File: config.mk
export PLATFORM = sky130hd
export DESIGN_NAME = fpa_back
export DESIGN_NICKNAME = d
export VERILOG_FILES = /design/src/rtl/core/fpa_pkg.sv /design/src/rtl/core/fpa_back.sv
export SDC_FILE = /design/constraint.sdc
export NUM_CORES = 1
export LEC_CHECK = 0
export ABC_CLOCK_PERIOD_IN_PS = 1200
export BUFFER_PORTS_ARGS = -buffer_cell sky130_fd_sc_hd__buf_2
export CAP_MARGIN = 0
export CORE_MARGIN = 2
export CORE_UTILIZATION = 55
export DETAILED_ROUTE_END_ITERATION = 10
export GPL_TIMING_DRIVEN = 0
export PLACE_DENSITY = 0.87
export SLEW_MARGIN = 20
export SYNTH_ARGS = -nofsm -noshare
export SYNTH_HDL_FRONTEND = slang
export SYNTH_SLANG_ARGS = --single-unit
File: constraint.sdc
create_clock -name clk -period 1.2 [get_ports clk]
set_input_delay 0.36 -clock clk [delete_from_list [all_inputs] [get_ports clk]]
set_output_delay 0.36 -clock clk [all_outputs]
set_load 0.02 [all_outputs]
File: src/rtl/core/fpa_pkg.sv
// Types and constants of the fixed-point ALU.
// Used by every module and interface of the block; depends on nothing.
package fpa_pkg;

	typedef enum logic [3:0] {
		OP_ADD, OP_SUB, OP_MUL, OP_DIV, OP_GT, OP_LT, OP_GE, OP_LE,
		OP_EQ, OP_NE, OP_MIN, OP_MAX, OP_INC, OP_DEC, OP_FROM_INT, OP_TO_INT
	} fpa_op_t;

	typedef enum logic [1:0] {
		ST_OK   = 2'd0,
		ST_OVF  = 2'd1,
		ST_DIVZ = 2'd2
	} fpa_status_t;

	localparam logic signed [31:0] MAX32 = 32'sh7FFF_FFFF;
	localparam logic signed [31:0] MIN32 = 32'sh8000_0000;

	// Width of the division remainder: holds |a| shifted by up to 30 fraction bits.
	localparam int REM_W = 62;
	// Quotient bits produced by the divider chain, one per cell.
	localparam int QUO_W = 33;

	typedef struct packed {
		logic                 valid;
		fpa_op_t              opcode;
		logic signed [31:0]   simple_val;
		fpa_status_t          simple_st;
		logic signed [63:0]   prod;
		logic                 neg;
		logic                 ovf;
		logic [REM_W-1:0]     rem;
		logic [31:0]          den;
		logic [QUO_W-1:0]     quo;
	} fpa_item_t;

endpackage

File: src/rtl/core/fpa_back.sv
// Last stage: rounds and saturates multiply and divide, selects and registers the result.
// Depends on fpa_pkg.
module fpa_back #(
	parameter int FRAC_BITS = 8
) (
	input  logic                clk,
	input  logic                arst_n,
	input  logic                en,
	input  fpa_pkg::fpa_item_t  item_in,
	output logic                valid_q,
	output logic signed [31:0]  value_q,
	output fpa_pkg::fpa_status_t status_q
);
	import fpa_pkg::*;

	logic [63:0]         mag_p;
	logic [63:0]         m;
	logic                mneg;
	logic [QUO_W:0]      q;
	logic                rnd;
	logic signed [31:0]  val;
	fpa_status_t         st;

	always_comb begin
		mneg  = item_in.prod[63];
		mag_p = mneg ? 64'(-item_in.prod) : 64'(item_in.prod);
		m     = (mag_p + (64'd1 << (FRAC_BITS - 1))) >> FRAC_BITS;
		rnd   = {item_in.rem[32:0], 1'b0} >= 34'(item_in.den);
		q     = (QUO_W+1)'(item_in.quo) + (QUO_W+1)'(rnd);

		val = item_in.simple_val;
		st  = item_in.simple_st;
		case (item_in.opcode)
			OP_MUL: begin
				if (mneg ? (m > 64'h8000_0000) : (m > 64'h7FFF_FFFF)) begin
					val = mneg ? MIN32 : MAX32;
					st  = ST_OVF;
				end else begin
					val = mneg ? 32'(-m) : m[31:0];
				end
			end
			OP_DIV: begin
				if (item_in.simple_st == ST_OK) begin
					if (item_in.ovf || (item_in.neg ? (q > 34'h0_8000_0000)
						: (q > 34'h0_7FFF_FFFF))) begin
						val = item_in.neg ? MIN32 : MAX32;
						st  = ST_OVF;
					end else begin
						val = item_in.neg ? 32'(-q) : q[31:0];
					end
				end
			end
			default: ;
		endcase
	end

	always_ff @(posedge clk or negedge arst_n) begin
		if (!arst_n) begin
			valid_q <= 1'b0;
		end else if (en) begin
			valid_q  <= item_in.valid;
			value_q  <= val;
			status_q <= st;
		end
	end
endmodule

==> metrics <==
status finished with violations; failing checks negative setup slack; Worst-Margin Slew 1.263 ns; Buffers & Inverters on Critical Path 3; number of core rows 47; Routed Antenna Nets 0; CP dominant cell by count o21a_1; GR Util All Layers 0.3935; Syn Inst Count 1339; worst hold path type in2reg; gpl congestion 0.9435; Pleak 5.235 nW; CP Depth 30; final worst slack -4.736 ns; Slew Viols, Final 0; clock sink count 35; drt initial violations 1573; register area share after synthesis 0.1123; Mapped Area 9314 µm²; worst r2r path cells 1; hold_ws 0.3067 ns; total grt overflow 0; CP peak stage delay 0.42 ns; Unique masters post-synth 87; post-layout util 0.7938; design area 13160 µm²; vias per cell 6.923; Max Fclk 0.1685 GHz; starting density of the core 0.5616; syn nets 1612; crit-path leading delay family compound AO/OA/AOI/OAI gates; Worst-path clk slew 0.05 ns; Ports 270; DR WL/cell 21.25 µm; DRC 0; Synth Warn # 0; share of cells above drive strength 1 0.3301; vias in the first global route 11720; Max-Cap Viols 0; hold depth 2; multi-input logic area 8717 µm²; # H-tree levels 2; crit start category input port; NumNets Final 1935; CTS Buf Count 5; WP data arrival 5.96 ns; chip width 134.1 µm; clock tree root buffer cell clkbuf_16; first-pass GRT wire length 57590 µm; #FFs+latches synth 35; VDD IR max 0.0004288 V; Core Region 16580 µm²; commonest non-fill, non-tap cells in the layout 201 x buf_2, 125 x nand2_1, 90 x buf_4; CTS tree yes; Syn Area/Cell 6.956 µm²; initial antenna violation count 1; Die ar. 17990 µm²; DRT Pass-1 Iters 6; cell area power density 523.1 nW/µm²; asr flop ratio synth 0.02857; synthesis-to-finish area growth 41.34%; commonest non-fill, non-tap cell in the layout buf_2; WS Path Type in2reg; # setup viols final 47; Placement Cell Area 11190 µm²; WL final 40040 µm; crit-path max FO 7; Layout fillers 1102; Critical Path Sink Type register; Register Area 1046 µm²; Worst EP required 1.23 ns; final clock skew 0 ns; Slew HR 0.1512; clk_lat worst skew 0.29 ns; IO buf count 210; ys flop type edfxtp_1; DR vias 13040; crit path max-delay cell type or3b_4; Tmin final 5.936 ns; RSZ-0062 raised after global routing yes; number of synthesized flops with an enable pin 34; clk buf depth 2; Die Ht 134.1 µm; period utilisation layout 4.947; largest net degree at the start of global routing 35; dpl hpwl 26460 µm; Hold Fails Final Rpt 0
==> per-stage QoR <==
stage	std cells	TNS (ns)	worst slack, ns	total power [mW]
2_1_floorplan	1339	-148.89	-4.554	3.748
3_3_place_gp	1769	-179.93	-5.402	4.720
3_5_place_dp	1769	-185.34	-5.536	4.811
4_1_cts	1853	-152.60	-4.596	6.404
5_1_grt	1884	-162.94	-4.918	7.149
6_report	1884	-154.74	-4.736	6.886
==> synth_stat cells, drive strengths merged, types with 16 or more instances <==
cell / count / area (µm²)
edfxtp: 34 / 1021
a21oi: 89 / 449.2
xnor2: 78 / 683.2
a211o: 22 / 192.7
buf: 23 / 122.6
nor3: 65 / 346.6
o211ai: 25 / 192.7
o21ai: 67 / 335.3
nand2: 131 / 491.7
clkbuf: 67 / 251.5
or2: 16 / 100.1
ha: 38 / 475.5
inv: 54 / 202.7
nor4: 37 / 265.3
nor2: 85 / 319.1
or3: 26 / 162.7
a21o: 16 / 120.1
mux2i: 31 / 310.3
o221ai: 16 / 140.1
nand4: 39 / 244.0
o31ai: 27 / 207.7
a31oi: 17 / 106.4
xor2: 63 / 551.8
and3: 18 / 112.6
nand3: 64 / 320.3
==> final timing paths <==
path | start | end | slack (ns)
max in group asynchronous | arst_n | valid_q$_DFFE_PN0P_ | 0.71
max reg2reg | valid_q$_DFFE_PN0P_ | valid_q$_DFFE_PN0P_ | 0.46
min | item_in[231] | valid_q$_DFFE_PN0P_ | 0.31
min reg2reg | valid_q$_DFFE_PN0P_ | valid_q$_DFFE_PN0P_ | 0.51
max | item_in[34] | value_q[23]$_DFFE_PP_ | -4.74
min in group asynchronous | arst_n | valid_q$_DFFE_PN0P_ | 0.38
==> kinds of logic after synthesis <==
kind of cell | Yosys count | share of synthesized area
compound gates | 384 | 0.2822
mux | 36 | 0.03936
simple gates | 559 | 0.3191
xor+xnor | 141 | 0.1326
flops | 35 | 0.1123
buf+inv | 145 | 0.06233
fa+ha+maj | 39 | 0.05212
==> state kept, by name, summed over array words and instances, names as in the netlist <==
name	count
value_q	32
status_q	2
valid_q	1
==> per-layer routing <==
layer,part of all wire,track usage,vias up
li1,-,-,5730
met1,0.35,0.4719,5878
met2,0.46,0.6678,1129
met3,0.11,0.06349,306
met4,0.076,0.2269,0
met5,0,0,-
==> final cells by class <==
type                       instances  share of cell area
buffer                            88             0.04990
timing repair buffer             318              0.1602
antenna                            1           0.0001901
clock inverter                     2           0.0005703
sequential                        35             0.07946
inverter                          55             0.01682
clock buffer                       6            0.009790
multi-input combinational       1159              0.6622
tap                              220             0.02091
==> timing repair <==
action,4_1_cts,5_1_grt
setup endpoints to repair,46,48
hold endpoints to repair,1,0
gates cloned,5,2
gates resized for setup,129,72
setup buffers,71,31
pin swaps,55,63
hold buffers,1,0
==> power by group <==
group | switching, mW | internal (mW) | total (mW)
clock network | 0.497 | 0.756 | 1.25
registers | 0.0464 | 1.45 | 1.50
logic | 2.45 | 1.68 | 4.13
Power figures use the tool's default switching activity.
