--- config.mk ---
export PLATFORM = sky130hd
export DESIGN_NAME = fpa_front
export DESIGN_NICKNAME = d
export VERILOG_FILES = /design/src/rtl/core/fpa_pkg.sv /design/src/rtl/core/fpa_front.sv
export SDC_FILE = /design/constraint.sdc
export NUM_CORES = 2
export LEC_CHECK = 0
export BUFFER_PORTS_ARGS = -buffer_cell sky130_fd_sc_hd__buf_2
export CAP_MARGIN = 20
export CORE_MARGIN = 2
export CORE_UTILIZATION = 37
export DETAILED_ROUTE_END_ITERATION = 8
export GPL_TIMING_DRIVEN = 0
export PLACE_DENSITY = 0.53
export SLEW_MARGIN = 20
export SYNTH_ARGS = -nofsm -noshare
export SYNTH_HDL_FRONTEND = slang
export SYNTH_SLANG_ARGS = --single-unit
export TNS_END_PERCENT = 50
--- constraint.sdc ---
create_clock -name clk -period 0.9 [get_ports clk]
set_input_delay 0.09 -clock clk [delete_from_list [all_inputs] [get_ports clk]]
set_output_delay 0.09 -clock clk [all_outputs]
set_load 0.1 [all_outputs]
--- src/rtl/core/fpa_pkg.sv ---
// Types and constants of the fixed-point ALU.
// Used by every module and interface of the block; depends on nothing.
package fpa_pkg;

	typedef enum logic [3:0] {
		OP_ADD, OP_SUB, OP_MUL, OP_DIV, OP_GT, OP_LT, OP_GE, OP_LE,
		OP_EQ, OP_NE, OP_MIN, OP_MAX, OP_INC, OP_DEC, OP_FROM_INT, OP_TO_INT
	} fpa_op_t;

	typedef enum logic [1:0] {
		ST_OK   = 2'd0,
		ST_OVF  = 2'd1,
		ST_DIVZ = 2'd2
	} fpa_status_t;

	localparam logic signed [31:0] MAX32 = 32'sh7FFF_FFFF;
	localparam logic signed [31:0] MIN32 = 32'sh8000_0000;

	// Width of the division remainder: holds |a| shifted by up to 30 fraction bits.
	localparam int REM_W = 62;
	// Quotient bits produced by the divider chain, one per cell.
	localparam int QUO_W = 33;

	typedef struct packed {
		logic                 valid;
		fpa_op_t              opcode;
		logic signed [31:0]   simple_val;
		fpa_status_t          simple_st;
		logic signed [63:0]   prod;
		logic                 neg;
		logic                 ovf;
		logic [REM_W-1:0]     rem;
		logic [31:0]          den;
		logic [QUO_W-1:0]     quo;
	} fpa_item_t;

endpackage

--- src/rtl/core/fpa_front.sv ---
// First pipeline stage: the simple operations, the multiplier and divider setup.
// Depends on fpa_pkg.
module fpa_front #(
	parameter int FRAC_BITS = 8
) (
	input  logic                clk,
	input  logic                arst_n,
	input  logic                en,
	input  logic                valid,
	input  fpa_pkg::fpa_op_t    opcode,
	input  logic signed [31:0]  operand_a,
	input  logic signed [31:0]  operand_b,
	output fpa_pkg::fpa_item_t  item_s1
);
	import fpa_pkg::*;

	fpa_item_t          d;
	logic signed [32:0] sum;
	logic signed [32:0] dif;
	logic signed [32:0] inc;
	logic signed [32:0] dec;
	logic signed [63:0] shl;
	logic [31:0]        mag_a;
	logic [REM_W-1:0]   num;
	logic               gt;
	logic               lt;

	function automatic logic signed [31:0] sat33(input logic signed [32:0] v);
		if (v[32] == v[31])
			return v[31:0];
		return v[32] ? MIN32 : MAX32;
	endfunction

	always_comb begin
		sum   = 33'(operand_a) + 33'(operand_b);
		dif   = 33'(operand_a) - 33'(operand_b);
		inc   = 33'(operand_a) + 33'sd1;
		dec   = 33'(operand_a) - 33'sd1;
		shl   = 64'(operand_a) <<< FRAC_BITS;
		gt    = operand_a > operand_b;
		lt    = operand_a < operand_b;
		mag_a = operand_a[31] ? 32'(-operand_a) : 32'(operand_a);
		num   = REM_W'(mag_a) << FRAC_BITS;

		d            = '0;
		d.valid      = valid;
		d.opcode     = opcode;
		d.simple_st  = ST_OK;
		d.prod       = 64'(operand_a) * 64'(operand_b);
		d.neg        = operand_a[31] ^ operand_b[31];
		d.den        = operand_b[31] ? 32'(-operand_b) : 32'(operand_b);
		d.rem        = num;
		// A quotient of 2^33 or more saturates whatever its sign.
		d.ovf        = (num >> QUO_W) >= REM_W'(d.den);

		case (opcode)
			OP_ADD: begin
				d.simple_val = sat33(sum);
				d.simple_st  = (sum[32] != sum[31]) ? ST_OVF : ST_OK;
			end
			OP_SUB: begin
				d.simple_val = sat33(dif);
				d.simple_st  = (dif[32] != dif[31]) ? ST_OVF : ST_OK;
			end
			OP_DIV: begin
				d.simple_val = operand_a[31] ? MIN32 : MAX32;
				d.simple_st  = (operand_b == 32'sd0) ? ST_DIVZ : ST_OK;
			end
			OP_GT:  d.simple_val = 32'(gt);
			OP_LT:  d.simple_val = 32'(lt);
			OP_GE:  d.simple_val = 32'(!lt);
			OP_LE:  d.simple_val = 32'(!gt);
			OP_EQ:  d.simple_val = 32'(operand_a == operand_b);
			OP_NE:  d.simple_val = 32'(operand_a != operand_b);
			OP_MIN: d.simple_val = lt ? operand_a : operand_b;
			OP_MAX: d.simple_val = gt ? operand_a : operand_b;
			OP_INC: begin
				d.simple_val = sat33(inc);
				d.simple_st  = (inc[32] != inc[31]) ? ST_OVF : ST_OK;
			end
			OP_DEC: begin
				d.simple_val = sat33(dec);
				d.simple_st  = (dec[32] != dec[31]) ? ST_OVF : ST_OK;
			end
			OP_FROM_INT: begin
				if (shl[63:31] == '0 || shl[63:31] == '1) begin
					d.simple_val = shl[31:0];
				end else begin
					d.simple_val = operand_a[31] ? MIN32 : MAX32;
					d.simple_st  = ST_OVF;
				end
			end
			OP_TO_INT: d.simple_val = operand_a >>> FRAC_BITS;
			default: d.simple_val = '0;
		endcase
	end

	always_ff @(posedge clk or negedge arst_n) begin
		if (!arst_n) begin
			item_s1.valid <= 1'b0;
		end else if (en) begin
			item_s1 <= d;
		end
	end
endmodule

==> impl_metrics.py <==
metrics = {
    "cts": {
        "cts_buffer_depth": 2,
        "clk-insertion-delay-late_ns": 0.56,
        "root_buffer": "clkbuf_16",
        "clkSinkCount": 169,
        "clk_pin_slew_worst_paths_ns": 0.08,
        "h-tree-depth": 4,
        "numCtsBuffers": 17,
        "cts_tree": "done",
        "cts_hold_buf": 10,
    },
    "sta": {
        "min_period_ns": 7.41,
        "slew_viol_final": 0,
        "clock_skew_ns": 0,
        "max_freq_ghz": 0.135,
        "setup_viol": 374,
        "slew-limit-headroom_pct": 23.4,
        "holdWs_ns": -0.101,
        "timing.final.crit_share_pct": 823,
        "rsz0062_at_grt": "yes",
        "finalHoldViolations": 9,
        "fin_tns_setup_ns": -585.74,
        "setup_slack_ns": -6.51,
        "worstMarginPinSlew_ns": 1.14,
    },
    "setup_path": {
        "start_kind": "primary input",
        "worst_ep_arrival_time_ns": 7.71,
        "path_class": "primary input to flip-flop",
        "critPathCaptureType": "flip-flop",
        "crit_family": "adder cells",
        "slowest_stage": "fa_2",
        "path_max_fanout": 7,
        "crit_buf_inv": 13,
        "max_stage_delay_ns": 0.68,
        "crit_required_ns": 1.20,
        "crit_path_frequent_cell": "fa_1",
    },
    "drt": {
        "drtIter0Drc": 4428,
        "routed_wl_um": 250000,
        "via_count": 44600,
        "drt_first_pass_iters": 6,
        "drtAntennaViolNets": 0,
        "drc_errors": 0,
        "drt-wirelength-per-cell_um": 31.0,
        "viasPerCell": 5.54,
    },
    "global_routing": {
        "track_usage_pct": 35.8,
        "grt_overflow": 0,
        "grt_pass1_vias": 45700,
        "antenna_found_initial": 30,
        "grt_pass1_wl_um": 351000,
        "grt_max_degree": 49,
    },
    "yosys": {
        "synth_compound_area_share_pct": 8.91,
        "synthFlopType": "edfxtp_1",
        "yosysSeqAreaShare_pct": 9.99,
        "synthTopCellsByCount": "1092 x inv_1, 1084 x fa_1, 623 x nand2_1, 415 x and2_1, 303 x clkbuf_1",
        "synthMostInstantiatedCell": "inv_1",
        "synth_top_cell_area_share_pct": 42.8,
        "synth_fa_ha_area_share_pct": 49.2,
        "synth_top_family_by_area": "adder cells",
        "netlist_instances": 5620,
        "ys_ff_latch": 169,
        "syn_area_sq_um": 50700,
        "synth_edf_count": 168,
        "ys_types": 86,
        "synth_simple_gate_area_share_pct": 15.5,
        "synth_area_per_cell_sq_um": 9.03,
        "yosys_warnings": 0,
        "muxShareOfSynthArea_pct": 0.700,
        "synth-xor-area-share_pct": 3.99,
        "ys_async_sr_fraction_pct": 0.592,
        "synth_area_leaders": "fa_1 43%, edfxtp_1 9.9%, inv_1 8.1%, ha_1 6.4%, and2_1 5.1%",
        "yosys.area.top_type": "fa_1",
    },
    "die": {
        "core_area_sq_um": 136000,
        "num_rows": 135,
        "dieWidth_um": 374,
        "die-area_sq_um": 140000,
        "die-height_um": 374,
        "io-pin-count": 304,
        "initial_core_util_pct": 37.4,
    },
    "finish": {
        "largest_reg_flops": 169,
        "seqCellArea_sq_um": 5070,
        "final_util_pct": 48.0,
        "drive_gt1_share_pct": 24.3,
        "fin_nets": 7662,
        "top_register": "item_s1",
        "multi_input_area_sq_um": 43000,
        "reg_top3": "item_s1 (169)",
        "fill_cells": 13100,
        "syn_to_final_growth_pct": 28.6,
    },
    "place": {
        "io_buffers": 240,
        "place.gp.congestion": 1.01,
        "hpwl_um": 200000,
    },
    "run": {
        "drv_cap": 0,
    },
    "hold_path": {
        "hp-class": "primary input to flip-flop",
    },
    "run_status": {
        "run_status": "complete, but fails checks",
        "violations": "negative hold slack, negative setup slack",
    },
}
-- cell type report --
class,count,area share (%)
flip-flops and latches,169,7.77
repair buffers,566,7.00
plain buffers,397,8.36
multi-input cells,3994,66.0
well taps,1781,3.42
clock inverters,14,0.268
inverters,1101,6.53
diodes,13,0.0499
clock buffers,18,0.658
-- timing repair --
action | 4_1_cts | 5_1_grt
cloned | 4 | 0
hold endpoints to repair | 20 | 8
pin swaps | 208 | 157
buffers inserted | 246 | 62
setup endpoints to repair | 374 | 374
resized for setup | 1024 | 229
-- metal layers --
| layer | part of all wire (%) | routed length, um | global-route usage, % | vias to the layer above |
|---|---|---|---|---|
| li1 | - | - | - | 18500 |
| met1 | 40 | 98700 | 46.9 | 23000 |
| met2 | 44 | 109000 | 53.9 | 2389 |
| met3 | 9.6 | 24000 | 8.56 | 654 |
| met4 | 7.2 | 18000 | 21.3 | 22 |
| met5 | 0.062 | 155 | 0 | - |
-- cells in the final DEF, fill, tap and decap left out, drive strengths merged, types with 16 or more instances in the layout --
| cell type | instances |
|---|---|
| ha | 260 |
| xnor2 | 179 |
| nor3 | 54 |
| o31ai | 20 |
| fa | 1084 |
| a211oi | 18 |
| nor2b | 22 |
| a21o | 51 |
| o21bai | 30 |
| and2 | 415 |
| nand4 | 46 |
| nand2b | 38 |
| and3 | 16 |
| o21ai | 165 |
| clkbuf | 286 |
| inv | 1090 |
| mux2i | 31 |
| nand3 | 58 |
| a21oi | 264 |
| nor4 | 28 |
| nor2 | 223 |
| edfxtp | 168 |
| nand2 | 623 |
| a31oi | 19 |
| o211ai | 19 |
| conb | 63 |
| xor2 | 52 |
| or3 | 27 |
| buf | 684 |
-- path summary, 6_finish.rpt --
path / start / end / slack (ns) / cells after the start
worst min-delay path: operand_b[8] / item_s1[41]$_DFFE_PP_ / -0.10 / 2
min in group asynchronous: arst_n / item_s1[231]$_DFFE_PN0P_ / 0.37 / 3
worst max register to register: item_s1[231]$_DFFE_PN0P_ / item_s1[231]$_DFFE_PN0P_ / 0.16 / 1
worst max-delay path: operand_a[31] / item_s1[188]$_DFFE_PP_ / -6.51 / 29
max in group asynchronous: arst_n / item_s1[231]$_DFFE_PN0P_ / 0.43 / 3
worst min register to register: item_s1[231]$_DFFE_PN0P_ / item_s1[231]$_DFFE_PN0P_ / 0.51 / 1
-- kinds of logic after synthesis --
group           after synthesis
compound gates              719
xor+xnor                    231
fa+ha+maj                  1344
buf+inv                    1519
flops                       169
mux                          35
other cells                   1
simple gates               1602
-- stage by stage --
stage                     hold WS [ns]  cells  instance area [sq um]  worst slack (ns)
after floorplan                 -0.206   5682                  53100             -6.67
final                           -0.101   8053                  65200             -6.51
after global placement          -0.129   7703                  56500            -10.12
after CTS                       -0.147   7985                  63900             -6.54
after global routing           -0.0981   8045                  65200             -6.65
after detailed placement        -0.127   7711                  56700             -9.39
Power is left out: the tool's default activity adds up to more than one toggle a clock period on the data nets, which glitch-free logic cannot reach.
