$ cat src/rtl/core/fpa_pkg.sv
// Types and constants of the fixed-point ALU.
// Used by every module and interface of the block; depends on nothing.
package fpa_pkg;

	typedef enum logic [3:0] {
		OP_ADD, OP_SUB, OP_MUL, OP_DIV, OP_GT, OP_LT, OP_GE, OP_LE,
		OP_EQ, OP_NE, OP_MIN, OP_MAX, OP_INC, OP_DEC, OP_FROM_INT, OP_TO_INT
	} fpa_op_t;

	typedef enum logic [1:0] {
		ST_OK   = 2'd0,
		ST_OVF  = 2'd1,
		ST_DIVZ = 2'd2
	} fpa_status_t;

	localparam logic signed [31:0] MAX32 = 32'sh7FFF_FFFF;
	localparam logic signed [31:0] MIN32 = 32'sh8000_0000;

	// Width of the division remainder: holds |a| shifted by up to 30 fraction bits.
	localparam int REM_W = 62;
	// Quotient bits produced by the divider chain, one per cell.
	localparam int QUO_W = 33;

	typedef struct packed {
		logic                 valid;
		fpa_op_t              opcode;
		logic signed [31:0]   simple_val;
		fpa_status_t          simple_st;
		logic signed [63:0]   prod;
		logic                 neg;
		logic                 ovf;
		logic [REM_W-1:0]     rem;
		logic [31:0]          den;
		logic [QUO_W-1:0]     quo;
	} fpa_item_t;

endpackage

$ cat src/rtl/core/fpa_div_cell.sv
// One restoring-division cell: decides a single quotient bit and passes the item on.
// Depends on fpa_pkg.
module fpa_div_cell #(
	parameter int SHIFT = 0
) (
	input  logic               clk,
	input  logic               arst_n,
	input  logic               en,
	input  fpa_pkg::fpa_item_t item_in,
	output fpa_pkg::fpa_item_t item_q
);
	import fpa_pkg::*;

	fpa_item_t d;

	always_comb begin
		d = item_in;
		if ((item_in.rem >> SHIFT) >= REM_W'(item_in.den)) begin
			d.rem        = item_in.rem - (REM_W'(item_in.den) << SHIFT);
			d.quo[SHIFT] = 1'b1;
		end
	end

	always_ff @(posedge clk or negedge arst_n) begin
		if (!arst_n) begin
			item_q.valid <= 1'b0;
		end else if (en) begin
			item_q <= d;
		end
	end
endmodule

$ cat config.mk
export PLATFORM = sky130hd
export DESIGN_NAME = fpa_div_cell
export DESIGN_NICKNAME = d
export VERILOG_FILES = /design/src/rtl/core/fpa_pkg.sv /design/src/rtl/core/fpa_div_cell.sv
export SDC_FILE = /design/constraint.sdc
export NUM_CORES = 1
export LEC_CHECK = 0
export BUFFER_PORTS_ARGS = -buffer_cell sky130_fd_sc_hd__buf_2
export CAP_MARGIN = 25
export CELL_PAD_IN_SITES_DETAIL_PLACEMENT = 0
export CELL_PAD_IN_SITES_GLOBAL_PLACEMENT = 1
export CORE_MARGIN = 2
export CORE_UTILIZATION = 30
export DETAILED_ROUTE_END_ITERATION = 10
export GPL_TIMING_DRIVEN = 0
export PLACE_DENSITY = 0.78
export SLEW_MARGIN = 20
export SYNTH_ARGS = -nofsm -noshare
export SYNTH_HDL_FRONTEND = slang
export SYNTH_SLANG_ARGS = --single-unit
$ cat constraint.sdc
create_clock -name clk -period 1 [get_ports clk]
set_input_delay 0.05 -clock clk [delete_from_list [all_inputs] [get_ports clk]]
set_output_delay 0.05 -clock clk [all_outputs]
set_load 0.02 [all_outputs]
==> results of run 1 <==
[cell type report]
cell class	count	area (um2)
Antenna cell	8	20.0
Buffer	7	124
Timing Repair Buffer	786	6790
Tap cell	448	561
Inverter	42	168
Sequential cell	232	6960
Clock buffer	31	691
Multi-Input combinational cell	433	3740
Fill cell	2593	14100
Clock inverter	17	146
[per-layer routing]
layer  wire length [um]  vias to the layer above  global-route usage [%]  part of all wire [%]
met5                 24                        -                       0                 0.055
met4               2280                        4                    10.2                   5.2
met3               3080                      117                    4.39                   7.1
met2              22200                      514                    40.5                    51
met1              15900                     4646                    26.2                    37
li1                   -                     4356                       -                     -
[kinds of logic (layout without fill, tap and decap cells)]
group,after synthesis,count (layout),share of synthesized area [%]
compound gates,143,143,9.07
xor+xnor,56,56,4.87
fa+ha+maj,33,33,4.17
buf+inv,65,883,2.48
flops,232,232,69.1
mux,1,1,0.112
other cells,0,8,0
simple gates,198,200,10.2
[repair_timing]
item                                    in CTS  in global routing
endpoints found under the hold margin      233                  4
resized for setup                          336                250
gates cloned                                 7                  5
endpoints found under the setup margin     389                325
hold buffers                               234                  2
buffers inserted                            53                 20
pin swaps                                   51                 38
[where the power goes]
group,total (mW),switching (mW),internal [mW]
clock,9.48,4.03,5.45
combinational,6.39,3.26,3.14
sequential,11.9,0.307,11.6
[stage by stage]
| stage | setup WS, ps | setup TNS, ps | hold WS, ps | cells |
|---|---|---|---|---|
| 2_1_floorplan | -1480 | -336730 | -246 | 728 |
| 3_3_place_gp | -2240 | -550350 | -164 | 1642 |
| 3_5_place_dp | -2250 | -251990 | -161 | 1646 |
| 4_1_cts | -1210 | -97290 | -324 | 1981 |
| 5_1_grt | -1370 | -113470 | -157 | 2003 |
| 6_report | -1320 | -100500 | -139 | 2004 |
[cells in the final DEF (no fill, tap or decap), types with 13 or more instances in the layout]
cell type,Yosys,layout
sky130_fd_sc_hd__nand4_1,20,20
sky130_fd_sc_hd__buf_4,0,52
sky130_fd_sc_hd__a21oi_1,53,26
sky130_fd_sc_hd__ha_1,32,13
sky130_fd_sc_hd__dlygate4sd3_1,0,236
sky130_fd_sc_hd__xnor2_1,34,30
sky130_fd_sc_hd__a21oi_2,0,24
sky130_fd_sc_hd__buf_6,0,193
sky130_fd_sc_hd__edfxtp_1,231,231
sky130_fd_sc_hd__clkbuf_16,0,32
sky130_fd_sc_hd__nor2_1,53,26
sky130_fd_sc_hd__nor2_4,0,22
sky130_fd_sc_hd__nor3_1,22,17
sky130_fd_sc_hd__buf_2,5,286
sky130_fd_sc_hd__nand3_1,18,13
sky130_fd_sc_hd__xor2_1,22,22
sky130_fd_sc_hd__nand2_1,40,36
sky130_fd_sc_hd__inv_1,41,32
[critical path, cell delays in order]
cell	delay, ps
sky130_fd_sc_hd__buf_8	110
sky130_fd_sc_hd__inv_6	50
sky130_fd_sc_hd__ha_4	200
sky130_fd_sc_hd__a2111o_1	440
sky130_fd_sc_hd__or3_4	400
sky130_fd_sc_hd__nor4_4	320
sky130_fd_sc_hd__o21ai_4	150
sky130_fd_sc_hd__and3_4	220
sky130_fd_sc_hd__o21ai_4	260
sky130_fd_sc_hd__buf_6	180
sky130_fd_sc_hd__nor4_4	50
sky130_fd_sc_hd__xor2_1	160
[worst min-delay path by stage]
stage / end / slack, ps / cells after the start
6_report: item_q[65] / -140 / 3
3_5_place_dp: item_q[231] / -160 / 1
5_1_grt: item_q[65] / -160 / 3
4_1_cts: item_q[33] / -320 / 1
2_1_floorplan: item_q[231] / -250 / 0
3_3_place_gp: item_q[231] / -160 / 1
==> impl_summary.txt, run 1 <==
----------------------------------------------------
[Run status]
  Run status ... finished, violations left
  Violations in the final reports ... negative hold slack, negative setup slack

[Logic synthesis]
  Sequential-to-total area share from yosys stat ... 69.1%
  Mean instance size in the synthesized netlist ... 13.8 um2
  Share of async-settable or async-resettable flops after synthesis ... 0.431%
  Commonest cells in the synthesized netlist ... 231 x sky130_fd_sc_hd__edfxtp_1, 53 x sky130_fd_sc_hd__a21oi_1, 53 x sky130_fd_sc_hd__nor2_1, 41 x sky130_fd_sc_hd__inv_1, 40 x sky130_fd_sc_hd__nand2_1
  Cell count after synthesis ... 728
  Primary flip-flop cell chosen by synthesis mapping ... sky130_fd_sc_hd__edfxtp_1
  Yosys synthesis warning count ... 0
  Number of flops mapped to enable cells by yosys ... 231
  Library cells used by synthesis ... 57
  Biggest area contributors in the synthesized netlist ... sky130_fd_sc_hd__edfxtp_1 69%, sky130_fd_sc_hd__ha_1 4.0%, sky130_fd_sc_hd__xnor2_1 3.0%, sky130_fd_sc_hd__a21oi_1 2.6%, sky130_fd_sc_hd__nor2_1 2.0%
  Leading cell type by number of instances after synthesis ... sky130_fd_sc_hd__edfxtp_1
  Top cell type's share of synthesized area ... between 60 and 70%
  Number of nets produced by synthesis ... about 1000
  Post-synth top area cell ... sky130_fd_sc_hd__edfxtp_1
  Area of the mapped netlist ... 10100 um2
  FF+latch count, synth ... 232

[Global route]
  Initial antenna violation count ... 14
  Pin count of the biggest net entering global routing ... 49
  Wire length of the first global-routing pass ... 60.4 mm
  Via count of the first global-routing pass ... 9779
  Total congestion overflow after global routing ... 0
  Global-route total usage across every layer ... 22.6%

[Worst setup path]
  Type of the worst setup path ... input pin to register
  Critical path data required time ... 1270 ps
  Reg2reg path depth ... 1
  Endpoint of the most critical setup path ... item_q[124]
  Crit end category ... register
  Start of the worst register-to-register path ... item_q[231]
  First element of the critical path ... item_in[64]
  Critical path data arrival time ... 2590 ps
  RR Endpoint ... item_q[231]
  Setup crit start kind ... input pin
  Reg-to-reg setup timing slack ... 210 ps
  Maximum net fanout on the critical path ... 5

[Hold path]
  Min-Delay Startpoint ... item_in[65]
  Hold crit path type ... input pin to register

[STA]
  Number of setup violations in the final report ... between 200 and 300
  Post-layout min period ... 2320 ps
  Headroom to the max-slew limit ... 35.7%
  RSZ-0062 raised after global routing ... yes
  Max-slew violation count ... 0
  Least-Margin Pin Slew ... between 900 and 1000 ps
  Final hold violation count ... 1
  Worst clock skew on the final layout ... 0 ps
  Achievable Freq ... 432 MHz
  Portion of the clock cycle consumed by the worst path in the final layout ... 232%
  Smallest hold slack ... -139 ps
  Final setup slack of the worst path ... -1320 ps

[Final layout]
  Area added between synthesis and finish ... 90.7%
  Top reg by flops ... item_q
  Registers with the most flip-flops ... item_q (232)
  Share of post-route cells with drive strength above 1 ... about half
  Post-Route Utilization ... 57.7%
  Net total in the final layout ... 1796
  Final design area excluding fillers ... 19200 um2
  Flip-flop count of the largest register after layout ... 232

[Placement]
  IO buf count ... 466
  Placed standard-cell area ... 13200 um2
  Post-detailed-placement half-perimeter wirelength ... 26.9 mm
  Routability cong. ... 0.864

[Floorplanning]
  Placeable core region ... 33300 um2
  Floorplan die width ... 187 um
  Standard-cell rows ... 67
  Effective utilization at floorplan ... 30.3%
  I/O pin count ... 467
  Die ar. ... 35000 um2
  Die outline height ... ~190 um

[Pwr]
  Leak ... 7.81 nW
  IR drop worst, VDD ... 1.18 mV
  Total power density per cell area ... 1450 nW/um2
  Total power ... 27.8 mW

[Clocking]
  Clock Sink Count ... 232
  H-tree depth reported by CTS ... 1
  Total clock buffers created by CTS ... 26
  Root buffer selected by CTS ... sky130_fd_sc_hd__clkbuf_16
  CTS clock-pin slew for the worst setup and hold paths ... approximately 60 ps
  Worst-skew pair later-pin latency ... 540 ps
  CTS Buffer Depth ... 3
  Clock tree from TritonCTS ... done

[Routing]
  DR pass1 iterations ... 5
  Average via count per standard cell ... 4.81
  Starting DRC count in detailed routing ... between 500 and 600
  Detailed-route via count ... 9637
  Detailed Route WL ... 43.5 mm
  Routed wire length per instance ... 21.7 um
  Routed Antenna Nets ... 0
  Drt drc ... 0

[Job]
  Maximum capacitance violations ... 0

----------------------------------------------------
No activity file was read; power rests on OpenSTA's default activity.
==> run 2, diff against run 1 <==
--- a/config.mk
+++ b/config.mk
@@ -12,6 +12,7 @@
 export CORE_MARGIN = 2
 export CORE_UTILIZATION = 30
 export DETAILED_ROUTE_END_ITERATION = 10
+export GPL_ROUTABILITY_DRIVEN = 0
 export GPL_TIMING_DRIVEN = 0
 export PLACE_DENSITY = 0.78
 export SLEW_MARGIN = 20
==> constraint.sdc (replaced) <==
create_clock -name clk -period 2.5 [get_ports clk]
set_input_delay 0.125 -clock clk [delete_from_list [all_inputs] [get_ports clk]]
set_output_delay 0.125 -clock clk [all_outputs]
set_load 0.02 [all_outputs]
==> run 2 against run 1 <==
- the flow now finishes without violations
- first-iteration DRC count shrank 19%
- flip-flop and latch count did not move
- largest cell class unchanged
- final cell count shrank 2.7%
==> impl_summary.txt, run 2 (synthesis gave the netlist of run 1 again) <==
----------------------------------------------------
[Run status]
  Run status ... finished clean

[Clocking]
  CTS clock-pin slew for the worst setup and hold paths ... 60 ps
  Clock tree from TritonCTS ... done
  Worst-skew pair later-pin latency ... between 500 and 600 ps
  H-tree depth reported by CTS ... 1
  Total clock buffers created by CTS ... 27
  CTS Buffer Depth ... 3
  Root buffer selected by CTS ... sky130_fd_sc_hd__clkbuf_16
  Clock Sink Count ... 232

[STA]
  Least-Margin Pin Slew ... 705 ps
  Worst clock skew on the final layout ... 0 ps
  Number of setup violations in the final report ... 0
  Portion of the clock cycle consumed by the worst path in the final layout ... 98.0%
  Post-layout min period ... 2450 ps
  Sum of negative setup slack ... 0 ps
  Headroom to the max-slew limit ... 52.6%
  Final hold violation count ... 0
  Max-slew violation count ... 0
  Achievable Freq ... 408 MHz

[Routing]
  Drt drc ... 0
  Average via count per standard cell ... 4.67
  Routed Antenna Nets ... 0
  Starting DRC count in detailed routing ... 475
  Detailed-route via count ... 9098
  Routed wire length per instance ... 19.6 um
  DR pass1 iterations ... 5
  Detailed Route WL ... about 38 mm

[Global route]
  Initial antenna violation count ... 6
  Global routing's busiest layer ... met2
  Routing usage on met1 ... 23.7%
  Wire length of the first global-routing pass ... between 50 and 60 mm
  Pin count of the biggest net entering global routing ... 62
  Global-route track usage on met3 ... 4.99%
  Total congestion overflow after global routing ... 0
  Met2 usage in global routing ... about 37%
  Via count of the first global-routing pass ... 9453
  Global-route total usage across every layer ... 21.1%

[Placement]
  Placed standard-cell area ... about 13000 um2
  Placed Cells ... approximately 1600
  Post-detailed-placement half-perimeter wirelength ... 26.8 mm
  IO buf count ... 466

[Floorplanning]
  Effective utilization at floorplan ... a little over 30%
  Die outline height ... 187 um
  Placeable core region ... between 30000 and 40000 um2
  Die ar. ... approximately 35000 um2
  I/O pin count ... 467
  Floorplan die width ... 187 um
  Standard-cell rows ... between 60 and 70

[Pwr]
  Leak ... about 7.0 nW
  IR drop worst, VDD ... 0.537 mV
  Total power ... ~11 mW
  Total power density per cell area ... ~660 nW/um2

[Worst setup path]
  Delay of the slowest cell on the worst path ... roughly 440 ps
  Setup crit start kind ... input pin
  Critical path buffers and inverters ... 4
  Slowest-stage cell, CP ... sky130_fd_sc_hd__a2111o_1
  Critical path data arrival time ... 2760 ps
  Crit-path cells ... buf_2 -> inv_12 -> ha_4 -> clkbuf_8 -> a2111o_1 -> or3_4 -> nor4_4 -> o21ai_4 -> and3_4 -> o21ai_4 -> clkbuf_16 -> nor3_2 -> xor2_1
  Type of the worst setup path ... input pin to register
  Critical path data required time ... roughly 2800 ps
  Most used cell, CP ... sky130_fd_sc_hd__o21ai_4
  Crit end category ... register
  Maximum net fanout on the critical path ... 8
  Largest delay contributor family on the critical path ... simple AND/OR/NAND/NOR gates

[Final layout]
  Share of post-route cells with drive strength above 1 ... approximately two fifths
  Registers with the most flip-flops ... item_q (232)
  Top reg by flops ... item_q
  Most frequent standard cell in the layout excluding fill and tap cells ... sky130_fd_sc_hd__buf_2
  Final instance count without filler cells ... about 2000
  Multi-input combinational cell area ... 3000 um2
  Reg area ... 6960 um2
  Leading cell types in the layout, fill and taps excluded ... 467 x sky130_fd_sc_hd__buf_2, 238 x sky130_fd_sc_hd__dlygate4sd3_1, 231 x sky130_fd_sc_hd__edfxtp_1
  Number of fillers in the final layout ... between 2000 and 3000
  Final design area excluding fillers ... 16800 um2
  Area added between synthesis and finish ... 66.6%
  Flip-flop count of the largest register after layout ... about 230
  Net total in the final layout ... 1747

[Hold path]
  Hold crit path type ... input pin to register

[Job]
  Maximum capacitance violations ... 0

----------------------------------------------------
run 2: changes by cell type in the layout (fill, tap and decap cells not counted), moves of 11 or more:
| cell | delta |
|---|---|
| sky130_fd_sc_hd__ha_1 | +18 |
| sky130_fd_sc_hd__o21ai_0 | +12 |
| sky130_fd_sc_hd__buf_2 | +181 |
| sky130_fd_sc_hd__a21oi_1 | +24 |
| sky130_fd_sc_hd__nor2_4 | -22 |
| sky130_fd_sc_hd__ha_4 | -11 |
| sky130_fd_sc_hd__buf_4 | -35 |
| sky130_fd_sc_hd__buf_6 | -190 |
| sky130_fd_sc_hd__a21oi_2 | -21 |
| sky130_fd_sc_hd__nor2_1 | +26 |
run 2: stage by stage:
stage | hold slack (ps) | utilization (%) | setup WS [ps]
after global routing | 37.5 | 50.4 | -26.8
after detailed placement | -92.5 | 39.5 | -985
final | 42.8 | 50.4 | 49.8
after CTS | 21.3 | 49.9 | 15.9
after floorplan | -171 | - | -118
after global placement | -92.4 | 39.2 | -956
run 2: what timing repair did:
action / 4_1_cts / 5_1_grt
setup endpoints to repair: 55 / 54
setup buffers: 5 / 11
hold endpoints to repair: 233 / 0
resized for setup: 15 / 25
pin swaps: 5 / 11
hold buffers: 239 / 0
gates cloned: 0 / 1
run 2: tightest hold or removal path: stages:
cell,delay [ps]
sky130_fd_sc_hd__buf_2,90
sky130_fd_sc_hd__ha_1,150
sky130_fd_sc_hd__a21oi_1,70
run 2: cell type report:
| class | instances | share of cell area (%) |
|---|---|---|
| antenna | 2 | 0.0298 |
| buffer | 20 | 0.806 |
| clock buffer | 29 | 4.07 |
| clock inverter | 21 | 1.60 |
| inverter | 42 | 1.01 |
| multi-input combinational | 431 | 17.9 |
| sequential | 232 | 41.5 |
| tap | 448 | 3.34 |
| timing repair buffer | 725 | 29.8 |
run 2: layer usage:
| layer | vias to the layer above | wire [um] | share of wire, % |
|---|---|---|---|
| met3 | 105 | 2580 | 6.7 |
| met4 | 6 | 2160 | 5.7 |
| met2 | 396 | 19000 | 50 |
| met1 | 4340 | 14500 | 38 |
| li1 | 4251 | - | - |
| met5 | - | 41 | 0.11 |
run 2: where the power goes:
part	internal, mW	switching (mW)	leakage [nW]	total, mW
combinational	0.869	1.17	4.37	2.04
clock	2.52	1.73	0.453	4.25
sequential	4.63	0.0738	2.18	4.70
run 2: final timing paths:
check                      depth (start not counted)  slack [ps]     endpoint   startpoint
setup / recovery                                  13          50  item_q[108]  item_in[64]
hold / removal                                     3          40   item_q[65]  item_in[33]
setup reg to reg                                   2        1120  item_q[231]  item_q[231]
hold reg to reg                                    2        1150  item_q[231]  item_q[231]
max in group asynchronous                          3        1900  item_q[231]       arst_n
min in group asynchronous                          3         470  item_q[231]       arst_n
